### src/design/sdis_pkg.sv
// Shared types, codes and constants of the SD card initialization sequencer.
package sdis_pkg;

  // Phase codes
  localparam logic [2:0] PH_IDLE   = 3'd0;
  localparam logic [2:0] PH_CMD0   = 3'd1;
  localparam logic [2:0] PH_CMD8   = 3'd2;
  localparam logic [2:0] PH_CMD55  = 3'd3;
  localparam logic [2:0] PH_ACMD41 = 3'd4;
  localparam logic [2:0] PH_CMD2   = 3'd5;
  localparam logic [2:0] PH_CMD3   = 3'd6;

  // Event modes
  localparam logic MODE_START    = 1'b0;
  localparam logic MODE_COMPLETE = 1'b1;

  // Response kinds
  localparam logic [1:0] RK_NONE  = 2'd0;
  localparam logic [1:0] RK_SHORT = 2'd1;
  localparam logic [1:0] RK_LONG  = 2'd2;

  // Delay classes
  localparam logic [1:0] WT_NONE  = 2'd0;
  localparam logic [1:0] WT_SHORT = 2'd1;
  localparam logic [1:0] WT_LONG  = 2'd2;

  // Status codes
  localparam logic [2:0] ST_OK      = 3'd0;
  localparam logic [2:0] ST_NOCARD  = 3'd1;
  localparam logic [2:0] ST_PATTERN = 3'd2;
  localparam logic [2:0] ST_TIMEOUT = 3'd3;
  localparam logic [2:0] ST_CID     = 3'd4;
  localparam logic [2:0] ST_ADDRESS = 3'd5;

  // Command indexes
  localparam logic [5:0] CMD_GO_IDLE   = 6'd0;
  localparam logic [5:0] CMD_ALL_CID   = 6'd2;
  localparam logic [5:0] CMD_SEND_RCA  = 6'd3;
  localparam logic [5:0] CMD_IF_COND   = 6'd8;
  localparam logic [5:0] CMD_OP_COND   = 6'd41;
  localparam logic [5:0] CMD_APP_CMD   = 6'd55;

  // Configuration register indexes
  localparam logic CFG_MAX_ATTEMPTS = 1'b0;
  localparam logic CFG_OP_COND_ARG  = 1'b1;

  // Constants
  localparam logic [31:0] IF_COND_ARG     = 32'h0000_01AA;
  localparam logic [31:0] IF_COND_MASK    = 32'h0000_0FFF;
  localparam int          OCR_READY_BIT   = 31;
  localparam int          OCR_CCS_BIT     = 30;
  localparam logic [12:0] MAX_ATTEMPTS_RST = 13'd5000;
  localparam logic [31:0] OP_COND_ARG_RST  = 32'h40FF_8000;

  typedef struct packed {
    logic        mode;
    logic        cmd_failed;
    logic [31:0] response_word;
  } event_t;

  typedef struct packed {
    logic        finished;
    logic [5:0]  cmd_index;
    logic [31:0] cmd_argument;
    logic [1:0]  response_kind;
    logic [1:0]  wait_class;
    logic [2:0]  status_code;
    logic        high_capacity;
    logic [15:0] card_address;
  } result_t;

  typedef struct packed {
    logic [2:0]  phase;
    logic [12:0] attempt_count;
    logic        capacity_flag;
    logic [15:0] address_store;
  } seq_state_t;

  typedef struct packed {
    logic [12:0] max_attempts;
    logic [31:0] op_cond_argument;
  } seq_cfg_t;

endpackage

### src/design/sdis_step.sv
// Next-state and result decode for one sequencer event.
module sdis_step (
  input  sdis_pkg::seq_state_t state,
  input  sdis_pkg::seq_cfg_t   cfg,
  input  sdis_pkg::event_t     ev,
  output sdis_pkg::seq_state_t state_next,
  output sdis_pkg::result_t    res,
  output logic                 has_result
);

  sdis_pkg::result_t r;

  always_comb begin
    state_next = state;
    has_result = 1'b1;
    r          = '0;

    if (ev.mode == sdis_pkg::MODE_START) begin
      // Restart the sequence from CMD0
      state_next.attempt_count = '0;
      state_next.capacity_flag = 1'b0;
      state_next.address_store = '0;
      state_next.phase         = sdis_pkg::PH_CMD0;
      r.cmd_index              = sdis_pkg::CMD_GO_IDLE;
    end else begin
      case (state.phase)
        sdis_pkg::PH_CMD0: begin
          if (ev.cmd_failed) begin
            state_next.phase = sdis_pkg::PH_IDLE;
            r.finished       = 1'b1;
            r.status_code    = sdis_pkg::ST_NOCARD;
          end else begin
            state_next.phase = sdis_pkg::PH_CMD8;
            r.cmd_index      = sdis_pkg::CMD_IF_COND;
            r.cmd_argument   = sdis_pkg::IF_COND_ARG;
            r.response_kind  = sdis_pkg::RK_SHORT;
            r.wait_class     = sdis_pkg::WT_LONG;
          end
        end
        sdis_pkg::PH_CMD8: begin
          if (ev.cmd_failed) begin
            state_next.phase = sdis_pkg::PH_IDLE;
            r.finished       = 1'b1;
            r.status_code    = sdis_pkg::ST_NOCARD;
          end else if ((ev.response_word & sdis_pkg::IF_COND_MASK)
                       != sdis_pkg::IF_COND_ARG) begin
            state_next.phase = sdis_pkg::PH_IDLE;
            r.finished       = 1'b1;
            r.status_code    = sdis_pkg::ST_PATTERN;
          end else begin
            state_next.attempt_count = 13'd1;
            state_next.phase         = sdis_pkg::PH_CMD55;
            r.cmd_index              = sdis_pkg::CMD_APP_CMD;
            r.response_kind          = sdis_pkg::RK_SHORT;
          end
        end
        sdis_pkg::PH_CMD55, sdis_pkg::PH_ACMD41: begin
          if ((state.phase == sdis_pkg::PH_CMD55) && !ev.cmd_failed) begin
            // CMD55 accepted: send ACMD41
            state_next.phase = sdis_pkg::PH_ACMD41;
            r.cmd_index      = sdis_pkg::CMD_OP_COND;
            r.cmd_argument   = cfg.op_cond_argument;
            r.response_kind  = sdis_pkg::RK_SHORT;
          end else if ((state.phase == sdis_pkg::PH_ACMD41) && !ev.cmd_failed &&
                       ev.response_word[sdis_pkg::OCR_READY_BIT]) begin
            // Power-up done: record capacity, go on to CMD2
            state_next.capacity_flag = ev.response_word[sdis_pkg::OCR_CCS_BIT];
            state_next.phase         = sdis_pkg::PH_CMD2;
            r.cmd_index              = sdis_pkg::CMD_ALL_CID;
            r.response_kind          = sdis_pkg::RK_LONG;
          end else if (state.attempt_count >= cfg.max_attempts) begin
            // Attempt budget used up
            state_next.phase = sdis_pkg::PH_IDLE;
            r.finished       = 1'b1;
            r.status_code    = sdis_pkg::ST_TIMEOUT;
          end else begin
            // Retry the pair; a busy card waits longer than a failed command
            state_next.attempt_count = state.attempt_count + 13'd1;
            state_next.phase         = sdis_pkg::PH_CMD55;
            r.cmd_index              = sdis_pkg::CMD_APP_CMD;
            r.response_kind          = sdis_pkg::RK_SHORT;
            r.wait_class             = ev.cmd_failed ? sdis_pkg::WT_SHORT
                                                     : sdis_pkg::WT_LONG;
          end
        end
        sdis_pkg::PH_CMD2: begin
          if (ev.cmd_failed) begin
            state_next.phase = sdis_pkg::PH_IDLE;
            r.finished       = 1'b1;
            r.status_code    = sdis_pkg::ST_CID;
          end else begin
            state_next.phase = sdis_pkg::PH_CMD3;
            r.cmd_index      = sdis_pkg::CMD_SEND_RCA;
            r.response_kind  = sdis_pkg::RK_SHORT;
          end
        end
        sdis_pkg::PH_CMD3: begin
          state_next.phase = sdis_pkg::PH_IDLE;
          r.finished       = 1'b1;
          if (ev.cmd_failed) begin
            r.status_code = sdis_pkg::ST_ADDRESS;
          end else begin
            state_next.address_store = ev.response_word[31:16];
            r.status_code            = sdis_pkg::ST_OK;
          end
        end
        default: begin
          // Idle or unused code: drop the event
          state_next.phase = sdis_pkg::PH_IDLE;
          has_result       = 1'b0;
        end
      endcase
    end

    r.high_capacity = state_next.capacity_flag;
    r.card_address  = state_next.address_store;
  end

  assign res = r;

endmodule

### src/design/sd_card_init_sequencer.sv
// Top level of the SD card initialization sequencer.
// Each request on the event channel is a start (mode 0) or the completion of
// the last command asked for (mode 1); the block answers with the next
// command to send, or with finished and a status code. A request is taken in
// every cycle while the result channel does not stall: it is held in the
// event register, passes the phase decode and lands in the result register,
// from which the result is offered. A completion while no command is
// outstanding gives no result. Configuration writes (index 0 max_attempts,
// index 1 ACMD41 argument) are always taken and must only be issued while
// the block is idle.
module sd_card_init_sequencer (
  input  logic              clk,
  input  logic              rst,
  input  logic              event_valid,
  output logic              event_ready,
  input  sdis_pkg::event_t  event_data,
  output logic              result_valid,
  input  logic              result_ready,
  output sdis_pkg::result_t result_data,
  input  logic              cfg_valid,
  output logic              cfg_ready,
  input  logic              cfg_index,
  input  logic [31:0]       cfg_data
);

  logic                 ev_valid;
  sdis_pkg::event_t     ev_data;
  sdis_pkg::seq_state_t state;
  sdis_pkg::seq_state_t state_next;
  sdis_pkg::seq_cfg_t   cfg;
  sdis_pkg::result_t    res;
  logic                 has_result;
  logic                 advance;

  sdis_step u_step (
    .state      (state),
    .cfg        (cfg),
    .ev         (ev_data),
    .state_next (state_next),
    .res        (res),
    .has_result (has_result)
  );

  // Move the held request on when its result has room, or it has none
  assign advance     = ev_valid && (!has_result || !result_valid || result_ready);
  assign event_ready = !ev_valid || advance;
  assign cfg_ready   = 1'b1;

  // Hold the incoming request
  always_ff @(posedge clk) begin
    if (rst) begin
      ev_valid <= 1'b0;
    end else if (event_ready) begin
      ev_valid <= event_valid;
    end
    if (event_ready && event_valid) begin
      ev_data <= event_data;
    end
  end

  // Advance the sequence state
  always_ff @(posedge clk) begin
    if (rst) begin
      state <= '0;
    end else if (advance) begin
      state <= state_next;
    end
  end

  // Write configuration registers
  always_ff @(posedge clk) begin
    if (rst) begin
      cfg.max_attempts     <= sdis_pkg::MAX_ATTEMPTS_RST;
      cfg.op_cond_argument <= sdis_pkg::OP_COND_ARG_RST;
    end else if (cfg_valid) begin
      case (cfg_index)
        sdis_pkg::CFG_MAX_ATTEMPTS: cfg.max_attempts     <= cfg_data[12:0];
        sdis_pkg::CFG_OP_COND_ARG:  cfg.op_cond_argument <= cfg_data;
        default: ;
      endcase
    end
  end

  // Load or drop the result register
  always_ff @(posedge clk) begin
    if (rst) begin
      result_valid <= 1'b0;
    end else if (advance && has_result) begin
      result_valid <= 1'b1;
    end else if (result_ready) begin
      result_valid <= 1'b0;
    end
    if (advance && has_result) begin
      result_data <= res;
    end
  end

endmodule
### config.mk
export PLATFORM = sky130hd
export DESIGN_NAME = sd_card_init_sequencer
export DESIGN_NICKNAME = d
export VERILOG_FILES = /design/src/design/sdis_pkg.sv /design/src/design/sdis_step.sv /design/src/design/sd_card_init_sequencer.sv
export SDC_FILE = /design/constraint.sdc
export NUM_CORES = 1
export LEC_CHECK = 0
export ABC_AREA = 1
export CAP_MARGIN = 10
export CORE_ASPECT_RATIO = 2
export CORE_MARGIN = 4
export CORE_UTILIZATION = 60
export CTS_BUF_LIST = sky130_fd_sc_hd__clkbuf_4
export DETAILED_ROUTE_END_ITERATION = 10
export DONT_BUFFER_PORTS = 1
export PLACE_DENSITY = 0.83
export SLEW_MARGIN = 25
export SYNTH_ARGS = -nofsm -noshare
export SYNTH_HDL_FRONTEND = slang
export SYNTH_SLANG_ARGS = --single-unit
### constraint.sdc
create_clock -name clk -period 3.7 [get_ports clk]
set_input_delay 0.185 -clock clk [delete_from_list [all_inputs] [get_ports clk]]
set_output_delay 0.185 -clock clk [all_outputs]
set_load 0.02 [all_outputs]
# ---- Yosys cells after proc, flatten, opt, wreduce, memory -nomap -nowiden
# Index checks and enable logic that the tools add are counted.
dict set report totals {
  register_bits 177
  latchBits 0
  ram_bits 0
  mem_bits_ro 0
  output_inout_bits 66
  wordCells 113
  memories 0
}
dict set report op_classes {
  add_sub_neg 1
  multipliers 0
  div 0
  order_cmp 1
  n_eq_ne 13
  shift 0
  muxes 58
  n_bitwise 1
  reduce_logical 20
}
# op n
set ops {}
lappend ops {{$pmux 32 s2} 1}
lappend ops {{$mux 13} 4}
lappend ops {{$mux 40} 1}
lappend ops {{$mux 33} 1}
lappend ops {{$mux 16} 2}
lappend ops {{$mux 32} 1}
lappend ops {{$mux 6} 5}
lappend ops {{$pmux 13 s2} 1}
lappend ops {{$pmux 6 s4} 1}
lappend ops {{$mux 2} 11}
lappend ops {{$mux 3} 7}
lappend ops {{$mux 1} 15}
lappend ops {{$ne 3x3->1 const B} 5}
lappend ops {{$pmux 3 s5} 1}
lappend ops {{$mux 14} 1}
lappend ops {{$add 13x1->13 const B} 1}
lappend ops {{$ge 13x13->1} 1}
lappend ops {{$ne 12x9->1 const B} 1}
lappend ops {{$pmux 3 s4} 1}
lappend ops {{$mux 5} 2}
lappend ops {{$eq 3x3->1 const B} 3}
lappend ops {{$pmux 2 s4} 1}
lappend ops {{$reduce_and 7->1} 1}
lappend ops {{$eq 3x2->1 const B} 2}
lappend ops {{12 further kinds} 24}

# ---- Depth between registers and ports, before layout
# Gate-level depths: netlist (run 1).
dict set report depth {
  ltp_word 10
  mapped_depth 13
  mapped_depth_nobuf 13
}

# ---- Cells and area by module
# A second synthesis (run 1) with hierarchy kept.
dict set report hier_totals {
  cells_unflattened 941
  hier_area_um2 8045.2
}
# module n_inst cells_per_inst area_per_inst_um2
set by_module_without_submodules {}
lappend by_module_without_submodules {sd_card_init_sequencer 1 529 6038.3}
lappend by_module_without_submodules {sdis_step 1 412 2006.9}

# ---- Worst setup path after synthesis (run 1)
# No wires, ideal clock.
dict set report synth_path {
  path_kind {register to register}
  startpoint {register state[31] (netlist name)}
  endpoint {register result_data[0] (netlist name) (enable)}
  t_arrival_ns 2.373
  required_ns 3.283
  path_slack_ns 0.910
  path_stages_with_launch 11
  path_buffers 0
  period_less_slack_ns 2.790
  path_cell_list {dfxtp_1 inv_1 nand2_1 inv_1 nor2_2 nand3_2 nand2_1 nand2_2 clkinv_1 nand2_1 inv_1}
}
dict set report synth_via {
  elab_chain_len 9
  word_cells_on_any_way 14
  classes_between {eq/ne: 6; mux: 2; reduce/logical: 6}
}
# item line_no
set synth_rtl {}
lappend synth_rtl {{$eq 3x3->1 (tied with other cells)} sdis_step.sv:26} ;# case (state.phase)
lappend synth_rtl {{$reduce_or 6->1 (no source line) (*)} -}
lappend synth_rtl {{$mux 1 (*)} sdis_step.sv:26}
lappend synth_rtl {{$mux 1 (*)} sdis_step.sv:18} ;# if (ev.mode == sdis_pkg::MODE_START) begin
lappend synth_rtl {{$logic_not 1->1} sd_card_init_sequencer.sv:45} ;# assign advance = ev_valid && (!has_result || !result_valid || result_ready);
lappend synth_rtl {{$logic_or 1x1->1 (2 in series)} sd_card_init_sequencer.sv:45}
lappend synth_rtl {{$logic_and 1x1->1} sd_card_init_sequencer.sv:45}
lappend synth_rtl {{$logic_and 1x1->1 (*)} sd_card_init_sequencer.sv:93} ;# if (advance && has_result) begin
lappend synth_rtl {{end signal: assignment} sd_card_init_sequencer.sv:94} ;# result_data <= res;
lappend synth_rtl {{end: declaration} sd_card_init_sequencer.sv:19} ;# output sdis_pkg::result_t result_data,
# Every way passes the cells marked *; elsewhere a longest branch is shown, timed or not.
# A chain may end at the register's enable or synchronous reset.

# ---- Final worst setup path (run 1)
dict set report layout_path {
  startpoint {register state[32] (netlist name)}
  endpoint {register result_data[38] (netlist name) (enable)}
}
dict set report layout_via {
  elab_chain_len 9
  word_cells_on_any_way 14
  classes_between {eq/ne: 6; mux: 2; reduce/logical: 6}
}
# item line_no
set layout_rtl {}
lappend layout_rtl {{$eq 3x3->1 (tied with other cells)} sdis_step.sv:26}
lappend layout_rtl {{$reduce_or 6->1 (no source line) (*)} -}
lappend layout_rtl {{$mux 1 (*)} sdis_step.sv:26}
lappend layout_rtl {{$mux 1 (*)} sdis_step.sv:18}
lappend layout_rtl {{$logic_not 1->1} sd_card_init_sequencer.sv:45}
lappend layout_rtl {{$logic_or 1x1->1 (2 in series)} sd_card_init_sequencer.sv:45}
lappend layout_rtl {{$logic_and 1x1->1} sd_card_init_sequencer.sv:45}
lappend layout_rtl {{$logic_and 1x1->1 (*)} sd_card_init_sequencer.sv:93}
# Marked as above.

==> flow_summary.ini, run 1 <==
[grt]
grt_pass1_wl_um = 29570
grt_pass1_vias = 5942
grt.met1_usage_pct = 27.43
grt_max_degree = 56
met3_usage_pct = 7.118
antenna_found_initial = 1
grt_overflow = 0
met2_usage_pct = 50.81
grt_busiest_layer = met2
grtUsageTotal_pct = 27.40

[critical_path]
crit_chain = inv_2 > nand3_2 > inv_2 > nor2_4 > nand3_2 > nand2_1 > nand2_2 > clkinv_1 > nand2_1 > inv_2 > buf_4
crit_family = buffers and inverters
crit_slowest_cell = inv_2
crit_required_ps = 3960
cp-startpoint = state[32]
cp_common_cell = inv_2
r2r_start = state[32]
critical_path_class = reg -> reg
cp-start-kind = flop
worst-path-max-fanout = 30
cp.arrival_ps = 3020
max_stage_delay_ps = 480
cp.buffers_inverters = 5
endpoint_kind = flop
cp.depth = 11
r2r_cells = 11

[layout]
final_util_pct = 70.82
nFillCells = 811
final_cell_mix = 139 x nand2_1, 138 x nor2_1, 92 x edfxtp_1
register_area_um2 = 4364
multi_input_area_um2 = 2436
area_delta_synth_final_pct = 15.48
final_common_cell = nand2_1
drive_above_1_share_pct = 6.620
fin_nets = 934

[clock_network]
tritoncts_num_sinks = 172
cts_setup_buffers = 0
path_clk_slew_ps = 150
cts_hold_buffers = 73
clk_path_buf_depth = 2
h-tree-depth = 4
cts_tree = built
clock-root-buffer = clkbuf_4
cts_made_buffers = 17
cts_resized = 0
clkLatencyLatePin_ps = 570

[timing]
period_minus_slack_ps = 2762
setup_tns_ps = 0
rsz0062_at_grt = false
slew_headroom_pct = 33.71
fmax_mhz = 362.1
setup_viol_count_final = 0
fin_crit_sh_pct = 74.64
layout_setup_ws_ps = 938.3
tightestPinTransition_ps = 993.3
slew_viol_final = 0
finalClockSkew_ps = 30.16
hold_slack_ps = 79.55
hold_violations = 0

[synth]
avgSynthCellArea_um2 = 9.185
synthSimpleGateAreaFrac_pct = 20.50
synth-seq-cells = 172
yosys.area_share.xor_xnor_pct = 0.4853
synth_cell_type_count = 36
synthMuxAreaShare_pct = 0
yosys_warnings = 0
syn_nets = 872
yosysSeqAreaShare_pct = 60.45
synth_fa_ha_area_share_pct = 2.426
syn_area_um2 = 7219
synth_top_family_by_area = simple AND/OR/NAND/NOR gates
synth_compound_area_share_pct = 10.28
postSynthCellCount = 786

[floorplanning]
die_y_um = 163.1
die_w_um = 85.57
dieArea_um2 = 13960
num_io_pins = 138
start_util_pct = 61.33
core_area_um2 = 11770
row_count = 56

[power_and_ir_drop]
p_int_mw = 2.657
p_clk_share_pct = 31.5
switching_share_pct = 27.03
seqPwrFrac_pct = 60.3
combPwrFrac_pct = 8.3
p_per_area_nw_per_um2 = 436.8
p_total_mw = 3.642
p_leak_nw = 3.093
vdd_ir_drop_max_v = 0.0005176
switchingPower_uw = 984.4

[placed_design]
port_buffers = 0
gp_congestion = 0.9278
dp_worst_setup_slack_ps = 990.5
hpwl_um = 11770

[detailed_routing]
avgRoutedWirePerCell_um = 18.63
drt-total-wl_um = 18760
first_pass_iters = 7
drc = 0
viasPerCell = 5.918
drt_iter0_markers = 509
ant_nets = 0
vias = 5959

[min_path]
worstHoldStart = cfg_index
hold_depth = 2
hp-class = in -> reg

[run]
drv_cap = 0

[outcome]
status = finished clean
metrics by stage:
stage,cell area [um2],std cells
finish,8337,1007
global route,8337,1007
CTS,8339,1006
detailed placement,7297,901
global placement,7297,901
floorplan,7219,786
power by group through the flow:
stage	Clock (mW)	Sequential (mW)	Combinational, mW
2_1_floorplan	0	2.22	0.174
3_3_place_gp	0	2.23	0.205
3_5_place_dp	0	2.24	0.216
4_1_cts	1.15	2.19	0.287
5_1_grt	1.24	2.20	0.329
6_report	1.15	2.19	0.301
sequential cells by signal, indices dropped and copies added, names as in the netlist:
| signal | flops |
|---|---|
| cfg | 45 |
| ev_data | 30 |
| ev_valid | 1 |
| result_data | 62 |
| result_valid | 1 |
| state | 33 |
final cells by class:
class                      count  share of cell area [%]
clock inverter                14                   2.116
antenna                        1                 0.03002
clock buffer                  18                   1.621
timing repair buffer          83                   9.605
inverter                      64                   2.882
multi-input combinational    510                   29.22
tap                          145                   2.176
sequential                   172                   52.35
worst paths after layout:
path / to / slack, ps
worst min register to register: state[14] / 470
worst min-delay path: cfg[39] / 80
worst max-delay path: result_data[38] / 940
worst max register to register: result_data[38] / 940
cell usage after synthesis, drive strengths merged:
master | count | area, um2
nor4 | 5 | 31.28
nand2 | 142 | 540.5
clkbuf | 27 | 102.6
nor2 | 142 | 548.0
dfxtp | 80 | 1602
nand4 | 11 | 68.82
xnor2 | 4 | 35.03
a21o | 2 | 15.01
a21oi | 61 | 316.6
o21ai | 54 | 270.3
nand3 | 46 | 240.2
buf | 13 | 76.32
a41oi | 1 | 8.760
nor3 | 8 | 45.04
clkinv | 1 | 3.750
a31oi | 3 | 18.77
o21bai | 4 | 30.03
inv | 63 | 236.5
conb | 1 | 3.750
edfxtp | 92 | 2763
a211oi | 4 | 30.03
o211ai | 6 | 45.04
a21boi | 1 | 7.510
ha | 14 | 175.2
and2 | 1 | 6.260
cells by family (layout without fill, tap and decap cells):
family	Yosys count	after routing
and+or+nand+nor	355	355
DFF	172	172
xor gates and xnor gates	4	4
buffers and inverters	104	179
AOI/OAI and AO/OA	136	136
other	1	2
adders and majority gates	14	14
layer usage:
metal,wire length [um],part of all wire [%]
met1,6223,33
met2,10240,55
met3,1454,7.7
met4,843,4.5
met5,0,0
Note: power is estimated with default switching activity, not from simulation.
==> inputs of run 2 (changes only) <==
--- a/config.mk
+++ b/config.mk
@@ -9,11 +9,11 @@
 export CAP_MARGIN = 10
 export CORE_ASPECT_RATIO = 2
 export CORE_MARGIN = 4
-export CORE_UTILIZATION = 60
+export CORE_UTILIZATION = 59
 export CTS_BUF_LIST = sky130_fd_sc_hd__clkbuf_4
 export DETAILED_ROUTE_END_ITERATION = 10
 export DONT_BUFFER_PORTS = 1
-export PLACE_DENSITY = 0.83
+export PLACE_DENSITY = 0.85
 export SLEW_MARGIN = 25
 export SYNTH_ARGS = -nofsm -noshare
 export SYNTH_HDL_FRONTEND = slang
==> constraint.sdc (replaced) <==
create_clock -name clk -period 2.4 [get_ports clk]
set_input_delay 0.12 -clock clk [delete_from_list [all_inputs] [get_ports clk]]
set_output_delay 0.12 -clock clk [all_outputs]
set_load 0.02 [all_outputs]
==> run 2 against run 1 <==
  * Via count up 1.3%
  * Largest cell class unchanged
  * Critical path depth unchanged
  * Final area rose by 2.3%
  * Register-to-register slack got worse by 760 ps
  * Critical endpoint is now state[19]
  * Cell count is 1.8% higher
==> flow_summary.ini, run 2 (same netlist as run 1, synthesis figures left out) <==
[detailed_routing]
wl_met1_um = 6256
drt_iter0_markers = 647
ant_nets = 0
avgRoutedWirePerCell_um = 18.98
wl_met3_um = 1448
top_layer = met4
drt-total-wl_um = 19460
wl_met2_um = 10730
drc = 0
viasPerCell = 5.891
first_pass_iters = 5
vias = 6038

[floorplanning]
start_util_pct = 60.97
num_io_pins = 138
core_area_um2 = 11840
row_count = 56
dieArea_um2 = 14180
die_w_um = 86.22
die_y_um = 164.4

[critical_path]
cp.arrival_ps = 2700
cp-start-kind = flop
cp-startpoint = state[27]
r2r-end = state[19]
crit_required_ps = 2880
endpoint_kind = flop
critical_path_class = reg -> reg
max_stage_delay_ps = 450
worst-path-max-fanout = 11
r2r_slack_ps = 180
crit_slowest_cell = dfxtp_1
r2r_start = state[27]
r2r_cells = 11
cp_common_cell = nand2_1
crit_chain = ha_1 > nand2_1 > nand2_1 > a21oi_1 > nand2_1 > nor2_1 > nand3_1 > nand2_2 > nand2_2 > nand2_1 > a21oi_1

[clock_network]
tritoncts_num_sinks = 172
path_clk_slew_ps = 160
cts_made_buffers = 17
clk_path_buf_depth = 2
cts_tree = built
clkLatencyLatePin_ps = 600
cts_setup_buffers = 0
h-tree-depth = 4
clock-root-buffer = clkbuf_4

[timing]
finalClockSkew_ps = 29.38
layout_setup_ws_ps = 177.8
hold_slack_ps = 53.63
slew_viol_final = 0
hold_violations = 0
period_minus_slack_ps = 2222
rsz0062_at_grt = false
slew_headroom_pct = 35.62
tightestPinTransition_ps = 964.7
fin_crit_sh_pct = 92.59
fmax_mhz = 450.0
setup_viol_count_final = 0

[layout]
reg_top3 = result_data (62), cfg (45), state (33)
final_cell_mix = 138 x nor2_1, 137 x nand2_1, 92 x edfxtp_1
largest-register = result_data
nFillCells = 762
area_delta_synth_final_pct = 18.09
drive_above_1_share_pct = 8.077
largest_register_ffs = 62
register_area_um2 = 4368
final_common_cell = nor2_1
fin_nets = 952
multi_input_area_um2 = 2447

[placed_design]
hpwl_um = 12190
dp_worst_setup_slack_ps = 235.9
gp_congestion = 0.9347
port_buffers = 0

[grt]
antenna_found_initial = 1
grt_overflow = 0
grt_pass1_wl_um = 30880
grt_max_degree = 49
grtUsageTotal_pct = 28.47
grt_pass1_vias = 6226

[min_path]
hold_depth = 3
hp-class = in -> reg
hold_end = cfg[31]
worstHoldStart = cfg_valid

[outcome]
status = finished clean

[power_and_ir_drop]
p_per_area_nw_per_um2 = 642.6
p_total_mw = 5.479
p_leak_nw = 3.149
vdd_ir_drop_max_v = 0.0005979

[run]
drv_cap = 0
run 2: layout make-up:
cell class              instances  area share, %
repair buffers                101          11.86
inverters                      64          2.920
diodes                          1        0.02935
well taps                     145          2.128
flip-flops and latches        172          51.23
clock inverters                14          1.541
multi-input cells             510          28.71
clock buffers                  18          1.585
run 2: worst max-delay path by stage:
| stage | to | slack, ps | cells past startpoint |
|---|---|---|---|
| after global routing | state[20] | 40 | 11 |
| final | state[19] | 180 | 11 |
| after floorplan | result_data[0] | -20 | 9 |
| after CTS | state[9] | 210 | 10 |
| after detailed placement | state[9] | 240 | 10 |
| after global placement | state[25] | 330 | 11 |
run 2: critical path, delay by kind of cell, from the launching register on:
family                     cells  cell delay (ps)
AOI/OAI and AO/OA              2              270
and+or+nand+nor                8             1110
DFF                            1              450
adders and majority gates      1              280
run 2: where the power goes:
group          internal (mW)  switching, mW  leakage, nW
Combinational          0.202          0.301         1.49
Sequential              3.25          0.135         1.52
Clock                  0.465           1.13        0.138
run 2: per-stage QoR:
step | setup TNS [ps] | cell area (um2) | instances | utilization, %
after floorplan | -1053 | 7241 | 786 | -
after global placement | 0 | 7423 | 910 | 62.69
after detailed placement | 0 | 7423 | 910 | 62.69
after CTS | 0 | 8521 | 1024 | 71.96
after global routing | 0 | 8526 | 1025 | 72.00
final | 0 | 8526 | 1025 | 72.00
run 2: routing by layer:
layer | track usage (%) | vias up
li1 | - | 2793
met1 | 28.15 | 2808
met2 | 53.27 | 365
met3 | 6.690 | 72
met4 | 15.39 | 0
met5 | 0 | -
run 2: what timing repair did:
item,4_1_cts,5_1_grt
endpoints found under the setup margin,0,3
resized for setup,0,1
hold endpoints to repair,138,0
hold buffers,82,0
==> inputs of run 3 (changes only) <==
--- a/config.mk
+++ b/config.mk
@@ -9,11 +9,13 @@
 export CAP_MARGIN = 10
 export CORE_ASPECT_RATIO = 2
 export CORE_MARGIN = 4
-export CORE_UTILIZATION = 59
+export CORE_UTILIZATION = 60
 export CTS_BUF_LIST = sky130_fd_sc_hd__clkbuf_4
+export CTS_CLUSTER_SIZE = 10
 export DETAILED_ROUTE_END_ITERATION = 10
 export DONT_BUFFER_PORTS = 1
-export PLACE_DENSITY = 0.85
+export PLACE_DENSITY = 0.83
+export RECOVER_POWER = 100
 export SLEW_MARGIN = 25
 export SYNTH_ARGS = -nofsm -noshare
 export SYNTH_HDL_FRONTEND = slang
==> constraint.sdc (replaced) <==
create_clock -name clk -period 2.3 [get_ports clk]
set_input_delay 0.115 -clock clk [delete_from_list [all_inputs] [get_ports clk]]
set_output_delay 0.115 -clock clk [all_outputs]
set_load 0.02 [all_outputs]
==> run 3 against run 2 <==
  * Combinational power is 4% higher
  * Sequential power is 4% higher
  * Setup slack worse by 46 ps
  * Die area is 1.5% lower
  * Register-to-register slack worse by 50 ps
  * Clock skew is 8.3 ps lower
  * Worst hold slack better by 8.9 ps
  * Non-clock buffer count is 1 lower
  * Power is 7.6% higher
  * Cell count hardly changed
  * Fmax is 2.5% higher
  * Critical path type unchanged
  * Largest cell class unchanged
  * Largest power group unchanged
  * Highest routed layer unchanged
==> flow_summary.ini, run 3 (same netlist as run 1, synthesis figures left out) <==
[clock_network]
clkLatencyLatePin_ps = 560
h-tree-depth = 4
tritoncts_num_sinks = 172
cts_made_buffers = 17
clk_path_buf_depth = 2
path_clk_slew_ps = 150
cts_tree = built
clock-root-buffer = clkbuf_4

[grt]
grt_pass1_vias = 6094
grt_overflow = 0
grt_max_degree = 57
grtUsageTotal_pct = 27.38
grt_pass1_wl_um = 29750
antenna_found_initial = 1

[timing]
setup_tns_ps = 0
period_minus_slack_ps = 2168
layout_setup_ws_ps = 132.0
fin_crit_sh_pct = 94.26
fmax_mhz = 461.3
hold_slack_ps = 62.51
finalClockSkew_ps = 21.08
tightestPinTransition_ps = 986.8
rsz0062_at_grt = false
setup_viol_count_final = 0
hold_violations = 0
slew_headroom_pct = 34.14
slew_viol_final = 0

[layout]
final_util_pct = 72.52
nFillCells = 749
largest-register = result_data
fin_area_um2 = 8537
area_delta_synth_final_pct = 18.25
register_area_um2 = 4369
reg_top3 = result_data (62), cfg (45), state (33)
drive_above_1_share_pct = 8.428
fin_nets = 951
final_cell_mix = 138 x nand2_1, 138 x nor2_1, 92 x edfxtp_1
largest_register_ffs = 62
stdcell_count = 1024
multi_input_area_um2 = 2455

[placed_design]
hpwl_um = 11850
place_area_um2 = 7443
dp_worst_setup_slack_ps = 141.3
port_buffers = 0
gp_congestion = 0.9425
dp.cells = 911

[critical_path]
crit_slowest_cell = nor2_1
max_stage_delay_ps = 520
r2r_cells = 7
crit_family = simple AND/OR/NAND/NOR gates
cp.depth = 7
endpoint_kind = flop
critical_path_class = reg -> reg
crit_chain = inv_2 > nand3_2 > nor2_1 > inv_1 > nand2_1 > nand3_1 > a31oi_1
crit_required_ps = 2700
worst-path-max-fanout = 11
cp-start-kind = flop
cp.buffers_inverters = 2
cp.arrival_ps = 2560

[power_and_ir_drop]
p_total_mw = 5.895
p_leak_nw = 3.171
p_per_area_nw_per_um2 = 690.5
vdd_ir_drop_max_v = 0.0004723

[min_path]
hold_depth = 4
hp-class = in -> reg

[floorplanning]
start_util_pct = 61.33
num_io_pins = 138
die_y_um = 163.1
core_area_um2 = 11770
dieArea_um2 = 13960
row_count = 56
die_w_um = 85.57

[detailed_routing]
viasPerCell = 5.814
ant_nets = 0
first_pass_iters = 5
drc = 0
drt_iter0_markers = 439
drt-total-wl_um = 18800
vias = 5954
avgRoutedWirePerCell_um = 18.36

[outcome]
status = finished clean

[run]
drv_cap = 0
-- run 3: changes by cell type in the layout (fill, tap and decap cells not counted), moves of 2 or more --
cell           change
nand2_4            +2
clkbuf_1           +2
buf_4              -2
dlygate4sd3_1      -5
clkbuf_2           +3
nand2_2            -3
bufinv_16          +2
-- run 3: worst paths after layout --
kind | from | to | slack, ps
max reg2reg | state[32] | result_data[22] | 130
min | cfg_valid | cfg[16] | 60
max | state[32] | result_data[22] | 130
min reg2reg | state[5] | state[5] | 470
-- run 3: cell type report --
type                            instances  share of cell area, %
Antenna cell                            1                0.02931
Clock inverter                         14                  2.037
Clock buffer                           18                  1.583
Tap cell                              145                  2.125
Timing Repair Buffer                  100                  11.37
Sequential cell                       172                  51.18
Multi-Input combinational cell        510                  28.76
Inverter                               64                  2.917
-- run 3: worst register-to-register path, cell delays in order, from the launching register on --
cell and delay [ps]:
dfxtp_2 380, inv_2 130, nand3_2 110, nor2_1 520, inv_1 390, nand2_1 150, nand3_1 130, a31oi_1 200
-- run 3: metal layers --
layer  GRT usage, %  wire, um  up-vias
li1               -         -     2787
met3          5.957      1254       65
met5              0         0        -
met4          13.98       819        0
met2          52.23     10500      320
met1          26.74      6227     2782
-- run 3: repair_timing --
item,in CTS,in global routing
hold buffers,77,0
gates resized for setup,0,4
buffers inserted,0,2
hold endpoints to repair,103,0
setup endpoints to repair,0,71
-- run 3: power by group --
part	leakage (nW)	total, mW	internal (mW)	switching, mW
combinational	1.49	0.522	0.204	0.317
clock	0.159	1.85	0.705	1.14
sequential	1.52	3.53	3.39	0.134
total	3.17	5.89	4.30	1.59
